--- src/design/spq_pkg.sv ---
package spq_pkg;

  // default sizing
  localparam int unsigned SPQ_DEPTH       = 256;
  localparam int unsigned SPQ_PRIO_BITS   = 16;
  localparam int unsigned SPQ_HANDLE_BITS = 9;

  // fixed field widths of the request and result
  localparam int unsigned PRIO_W   = 16;
  localparam int unsigned KEY_W    = 8;
  localparam int unsigned HANDLE_W = 9;
  localparam int unsigned OCC_W    = 9;
  localparam int unsigned STATUS_W = 2;

  // request codes
  localparam logic REQ_INSERT = 1'b0;
  localparam logic REQ_REMOVE = 1'b1;

  // status codes
  localparam logic [STATUS_W-1:0] ST_OK    = 2'd0;
  localparam logic [STATUS_W-1:0] ST_FULL  = 2'd1;
  localparam logic [STATUS_W-1:0] ST_EMPTY = 2'd2;

  typedef struct packed {
    logic                req_type;
    logic [PRIO_W-1:0]   prio_in;
    logic [KEY_W-1:0]    key_in;
    logic [HANDLE_W-1:0] handle_in;
  } in_req_t;

  typedef struct packed {
    logic [STATUS_W-1:0] status;
    logic                out_valid;
    logic [PRIO_W-1:0]   prio_out;
    logic [KEY_W-1:0]    key_out;
    logic [HANDLE_W-1:0] handle_out;
    logic [OCC_W-1:0]    occupancy;
  } out_res_t;

  // per-cycle command broadcast to every cell
  typedef struct packed {
    logic ins;
    logic rem;
  } cell_ctrl_t;

endpackage

--- src/design/spq_cell.sv ---
module spq_cell #(
  parameter int unsigned PRIO_BITS   = 16,
  parameter int unsigned HANDLE_BITS = 9
) (
  input  logic                          clk_i,
  input  logic                          rst_ni,
  input  spq_pkg::cell_ctrl_t           ctrl_i,
  input  logic [PRIO_BITS-1:0]          new_prio_i,
  input  logic [spq_pkg::KEY_W-1:0]     new_key_i,
  input  logic [HANDLE_BITS-1:0]        new_handle_i,
  // neighbour nearer the tail (lower index)
  input  logic                          lo_before_i,
  input  logic                          lo_valid_i,
  input  logic [PRIO_BITS-1:0]          lo_prio_i,
  input  logic [spq_pkg::KEY_W-1:0]     lo_key_i,
  input  logic [HANDLE_BITS-1:0]        lo_handle_i,
  // neighbour nearer the head (higher index)
  input  logic                          hi_valid_i,
  input  logic [PRIO_BITS-1:0]          hi_prio_i,
  input  logic [spq_pkg::KEY_W-1:0]     hi_key_i,
  input  logic [HANDLE_BITS-1:0]        hi_handle_i,
  output logic                          before_o,
  output logic                          valid_o,
  output logic [PRIO_BITS-1:0]          prio_o,
  output logic [spq_pkg::KEY_W-1:0]     key_o,
  output logic [HANDLE_BITS-1:0]        handle_o
);
  import spq_pkg::*;

  logic                   valid_q, valid_d;
  logic [PRIO_BITS-1:0]   prio_q, prio_d;
  logic [KEY_W-1:0]       key_q, key_d;
  logic [HANDLE_BITS-1:0] handle_q, handle_d;
  logic                   ahead;

  // new entry sorts ahead of the one held here
  assign ahead = valid_q && ((new_prio_i > prio_q) ||
                 ((new_prio_i == prio_q) && (new_key_i <= key_q)));

  always_comb begin
    valid_d  = valid_q;
    prio_d   = prio_q;
    key_d    = key_q;
    handle_d = handle_q;
    if (ctrl_i.ins && !ahead) begin
      if (lo_before_i) begin
        valid_d  = 1'b1;
        prio_d   = new_prio_i;
        key_d    = new_key_i;
        handle_d = new_handle_i;
      end else begin
        valid_d  = lo_valid_i;
        prio_d   = lo_prio_i;
        key_d    = lo_key_i;
        handle_d = lo_handle_i;
      end
    end else if (ctrl_i.rem) begin
      valid_d  = hi_valid_i;
      prio_d   = hi_prio_i;
      key_d    = hi_key_i;
      handle_d = hi_handle_i;
    end
  end

  always_ff @(posedge clk_i or negedge rst_ni) begin
    if (!rst_ni) begin
      valid_q <= 1'b0;
    end else begin
      valid_q <= valid_d;
    end
  end

  always_ff @(posedge clk_i) begin
    prio_q   <= prio_d;
    key_q    <= key_d;
    handle_q <= handle_d;
  end

  assign before_o = ahead;
  assign valid_o  = valid_q;
  assign prio_o   = prio_q;
  assign key_o    = key_q;
  assign handle_o = handle_q;

endmodule

--- config.mk ---
export PLATFORM = sky130hd
export DESIGN_NAME = spq_cell
export DESIGN_NICKNAME = d
export VERILOG_FILES = /design/src/design/spq_pkg.sv /design/src/design/spq_cell.sv
export SDC_FILE = /design/constraint.sdc
export NUM_CORES = 1
export LEC_CHECK = 0
export BUFFER_PORTS_ARGS = -buffer_cell sky130_fd_sc_hd__buf_2
export CAP_MARGIN = 10
export CORE_UTILIZATION = 48
export CTS_CLUSTER_SIZE = 28
export DETAILED_ROUTE_END_ITERATION = 8
export HOLD_SLACK_MARGIN = 0.03
export PLACE_DENSITY = 0.86
export SLEW_MARGIN = 20
export SYNTH_ARGS = -nofsm -noshare
export SYNTH_HDL_FRONTEND = slang
export SYNTH_SLANG_ARGS = --single-unit
--- constraint.sdc ---
create_clock -name clk_i -period 4.8 [get_ports clk_i]
set_input_delay 0.24 -clock clk_i [delete_from_list [all_inputs] [get_ports clk_i]]
set_output_delay 0.24 -clock clk_i [all_outputs]
set_load 0.03 [all_outputs]
### Yosys cells after proc, flatten, opt, wreduce, memory -nomap -nowiden

Index checks and enable logic that the tools add are counted.

* register bits after elaboration: 34
* input bits: 106
* word-level logic and storage cells: 25
* output and inout port bits: 35

* order comparisons: 2
* multiplexer cells: 12
* reductions and logical operators: 6
* eq/ne operators: 1

Operator list (number)
* 16-bit 2-to-1 mux: 3
* 9-bit 2-to-1 mux: 3
* 8-bit 2-to-1 mux: 3
* 16-bit == test: 1
* 16-bit > comparator: 1
* 8-bit <= comparator: 1
* 1-bit logical AND: 3
* 1-bit 2-to-1 mux: 3
* 2-bit nonzero test: 1
* 1-bit logical NOT: 1
* 1-bit logical OR: 1

### Logic depth before layout (Yosys ltp)

* depth in word-level cells: 7
* depth in mapped cells: 9
* mapped depth without buffers: 8

### Worst setup path after synthesis

OpenSTA, ideal clock, no wires.

* path kind: register to register
* start point: register prio_q[15], in the netlist prio_o[15]
* end point: register handle_q[0], in the netlist handle_o[0] (enable)
* data required time: 4.425 ns
* buffers on the path: 1
* setup time: 0.375 ns
* clock period less this slack: 2.882 ns
* slack: 1.918 ns
* arrival: 2.507 ns
* cell stages (with the launch flop): 9
* path through: edfxtp_1 inv_1 ha_1 nand4_1 o41ai_2 o41ai_2 a21boi_4 buf_6 or2_2

* cells in the longest elaborated chain, start to end: 7
* elaborated cells between the ends (all ways): 8
* those cells by class: order compare: 1; eq/ne: 1; reduce/logical: 6

RTL lines
* from (decl): line spq_cell.sv:31 `logic [PRIO_BITS-1:0] prio_q, prio_d;`
* from (signal assigned): line spq_cell.sv:74 `prio_q <= prio_d;`
* branches (longest 2 deep; another with 16-bit > comparator)
* 1-bit logical OR *: line spq_cell.sv:37 `assign ahead = valid_q && ((new_prio_i > prio_q) ||`
* 1-bit logical AND *: line spq_cell.sv:37
* 1-bit logical NOT *: line spq_cell.sv:45 `if (ctrl_i.ins && !ahead) begin`
* 1-bit logical AND *: line spq_cell.sv:45
* 2-bit nonzero test (no line) *
* to (signal assigned): line spq_cell.sv:76 `handle_q <= handle_d;`
* to (decl): line spq_cell.sv:33 `logic [HANDLE_BITS-1:0] handle_q, handle_d;`

Mark *: on every way between the ends.
A chain may end at the register's enable or synchronous reset.

### Worst setup path after layout

* start point: register prio_q[0], in the netlist prio_o[0]
* end point: register key_q[4], in the netlist key_o[4] (enable)

* cells in the longest elaborated chain, start to end: 7
* elaborated cells between the ends (all ways): 8
* those cells by class: order compare: 1; eq/ne: 1; reduce/logical: 6

RTL lines
* branches (longest 2 deep; another with 16-bit > comparator)
* 1-bit logical OR *: line spq_cell.sv:37
* 1-bit logical AND *: line spq_cell.sv:37
* 1-bit logical NOT *: line spq_cell.sv:45
* 1-bit logical AND *: line spq_cell.sv:45
* 2-bit nonzero test (no line) *
* to (signal assigned): line spq_cell.sv:75 `key_q <= key_d;`
* to (decl): line spq_cell.sv:32 `logic [KEY_W-1:0] key_q, key_d;`

Marked as above.

==> impl_metrics.toml <==
[yosys]
synth_nets = 327
synth_seq_cells = 34
synth_top_area_cell = "edfxtp_1"
synth_area_per_cell_sq_um = 12.6
yosys.cell_types.count = 30
syn_area_sq_um = 2480
synth_top_area_share = 0.399
syn_inst = 197
seq_area_frac_synth = 0.409
yosys_warnings = 0
yosys-top-cells-area = "edfxtp_1 40%, mux2_2 29%, ha_1 12%, inv_1 3.8%, a21oi_1 1.6%"

[critical_path]
required_ns = 4.71
r2r_slack_ns = 1.75
reg2reg_depth = 7
worst-endpoint-arrival_ns = 2.95
reg2reg_to = "key_o[4]"
endpoint_kind = "flop"
r2r_start = "prio_o[0]"
start_kind = "flop"
crit_fanout = 33
criticalPathCategory = "flop to flop"

[clocking]
cts_made_buffers = 5
cts_tree = "done"
clk_pin_slew_worst_paths_ns = 0.07
cts-root-buf = "clkbuf_8"
cts_resized = 0
insertion_delay_ns = 0.28
cts.hold.buffers_added = 1
htree_num_levels = 2
cts_max_path_buffers = 2
cts_post_setup_buffers_inserted = 0
cts.sinks = 34

[routing]
first_iter_violations = 79
drc = 0
post_drt_wl_per_cell_microns = 14.4
vias_per_cell = 5.10
vias = 2075
first_pass_iters = 4
ant_nets = 0
routed_wl_mm = 5.84

[global_route]
antenna_found_initial = 0
grt_max_degree = 35
grt_use_total = 0.228
grt_pass1_wl_mm = 9.25
grt_pass1_vias = 2108
overflow = 0

[sta]
tns_ns = 0
hold_viol_final = 0
slew_headroom = 0.469
rsz0062_at_grt = "false"
period_share = 0.635
min_period_ns = 3.05
max_freq_ghz = 0.328
worst_pin_slew_ns = 0.796
finalSetupViolCount = 0
maxSlewViolCount = 0
finClkSkew_ns = 0.00337

[floorplan]
num_rows = 25
chipWidth_microns = 74.0
dieArea_sq_um = 5470
ios = 141
start_util = 0.513
core-area_sq_um = 4850
die_h_microns = 74.0

[placement]
place_area_sq_um = 3230
port_buffers = 140
gp_congestion = 0.788
dp_hpwl_mm = 4.66

[power]
ir_worst_vdd_mv = 0.172
p_clk_frac = 0.188
power.density_nw_per_um2 = 319
leakage_nw = 1.62
combPwrFrac = 0.419
internal_power_uw = 681
p_sw_frac = 0.357
p_switching_uw = 378
pwr-share-seq = 0.392

[final_layout]
final_layout_size_suffix_gt1_frac = 0.626
fin_area_sq_um = 3320
num-nets-final = 469
area_growth_pct = 33.5
n_fill_cell = 378
antennaDiodeCount = 0

[worst_hold_path]
holdCritPathClass = "primary input to flop"
hold_path_depth = 2
min_from = "hi_prio_i[14]"
min_to = "prio_o[14]"

[job]
drv_cap = 0

[outcome]
status = "complete, no violations"
cell usage in the layout (no fill, tap or decap), drive strengths merged, types with 2 or more instances in the layout:
| master | synthesis | layout |
|---|---|---|
| nor2 | 3 | 3 |
| nand3 | 2 | 2 |
| o211ai | 2 | 2 |
| ha | 24 | 24 |
| mux2 | 66 | 66 |
| clkbuf | 4 | 8 |
| buf | 3 | 141 |
| edfxtp | 33 | 33 |
| nand2 | 2 | 2 |
| inv | 25 | 25 |
| a21oi | 8 | 8 |
| nand4 | 5 | 5 |
| mux2i | 2 | 2 |
| a21boi | 2 | 2 |
| o41ai | 2 | 2 |
| o21ai | 2 | 2 |
power groups by stage:
stage	registers, mW	logic (mW)	clock network [mW]
floorplan	0.524	0.209	0
global placement	0.419	0.434	0
detailed placement	0.422	0.446	0
CTS	0.416	0.449	0.203
global route	0.423	0.483	0.219
finish	0.416	0.444	0.200
stage by stage:
stage / worst slack [ns] / instances / util / hold slack [ns] / power [mW]
2_1_floorplan: 1.92 / 197 / - / -0.0556 / 0.733
3_3_place_gp: 1.80 / 398 / 0.666 / 0.0283 / 0.854
3_5_place_dp: 1.74 / 398 / 0.666 / 0.0329 / 0.868
4_1_cts: 1.70 / 407 / 0.684 / 0.242 / 1.07
5_1_grt: 1.51 / 407 / 0.684 / 0.245 / 1.12
6_report: 1.75 / 407 / 0.684 / 0.246 / 1.06
cell type report:
class | count | area (sq um) | share of cell area
Tap cell | 67 | 83.8 | 0.0253
Inverter | 25 | 93.8 | 0.0283
Multi-Input combinational cell | 131 | 1330 | 0.400
Clock buffer | 8 | 80.1 | 0.0241
Sequential cell | 34 | 1020 | 0.306
Timing Repair Buffer | 142 | 718 | 0.216
routing by layer:
| metal | part of all wire | global-route usage |
|---|---|---|
| met2 | 0.50 | 0.418 |
| met5 | 0 | 0 |
| met1 | 0.40 | 0.246 |
| met4 | 0.014 | 0.0791 |
| met3 | 0.081 | 0.0732 |
sequential cells by signal, summed over array words and instances, names as in the netlist:
register,cells
valid_o,1
key_o,8
handle_o,9
prio_o,16
critical path, cell delays in order, from the launching register on:
cell and delay [ns]:
edfxtp_1 0.40, ha_1 0.29, and4_1 0.21, o21ai_0 0.14, o41ai_2 0.25, o41ai_2 0.17
a21boi_4 0.48, or2_2 0.74
cells by family (layout without fill, tap and decap cells):
family / after synthesis / count (layout) / synth area share
compound gates: 21 / 21 / 0.0660
mux: 68 / 68 / 0.307
fa+ha+maj: 24 / 24 / 0.121
flops: 34 / 34 / 0.409
buf+inv: 32 / 175 / 0.0574
simple gates: 18 / 18 / 0.0398
worst max-delay path by stage:
stage          startpoint     endpoint  slack, ns  cells past startpoint
5_1_grt         prio_o[2]     key_o[5]       1.51                      8
2_1_floorplan  prio_o[15]  handle_o[0]       1.92                      8
6_report        prio_o[0]     key_o[4]       1.75                      7
3_5_place_dp    prio_o[0]     key_o[3]       1.74                      7
4_1_cts         prio_o[0]  handle_o[8]       1.70                      7
3_3_place_gp   prio_o[15]  handle_o[4]       1.80                      7
synthesized netlist by cell type, drive strengths merged:
library cell	n
a21o	1
inv	25
nand2b	1
o21a	1
nor3	1
edfxtp	33
and2	1
buf	3
nand2	2
o21ai	2
and4	1
nand4	5
o211ai	2
o211a	1
dfrtp	1
ha	24
o31ai	1
a21boi	2
clkbuf	4
o41ai	2
a21oi	8
mux2i	2
mux2	66
nor2	3
nand3	2
a211oi	1
nor2b	1
or2	1
No activity file was read; power rests on OpenSTA's default activity.
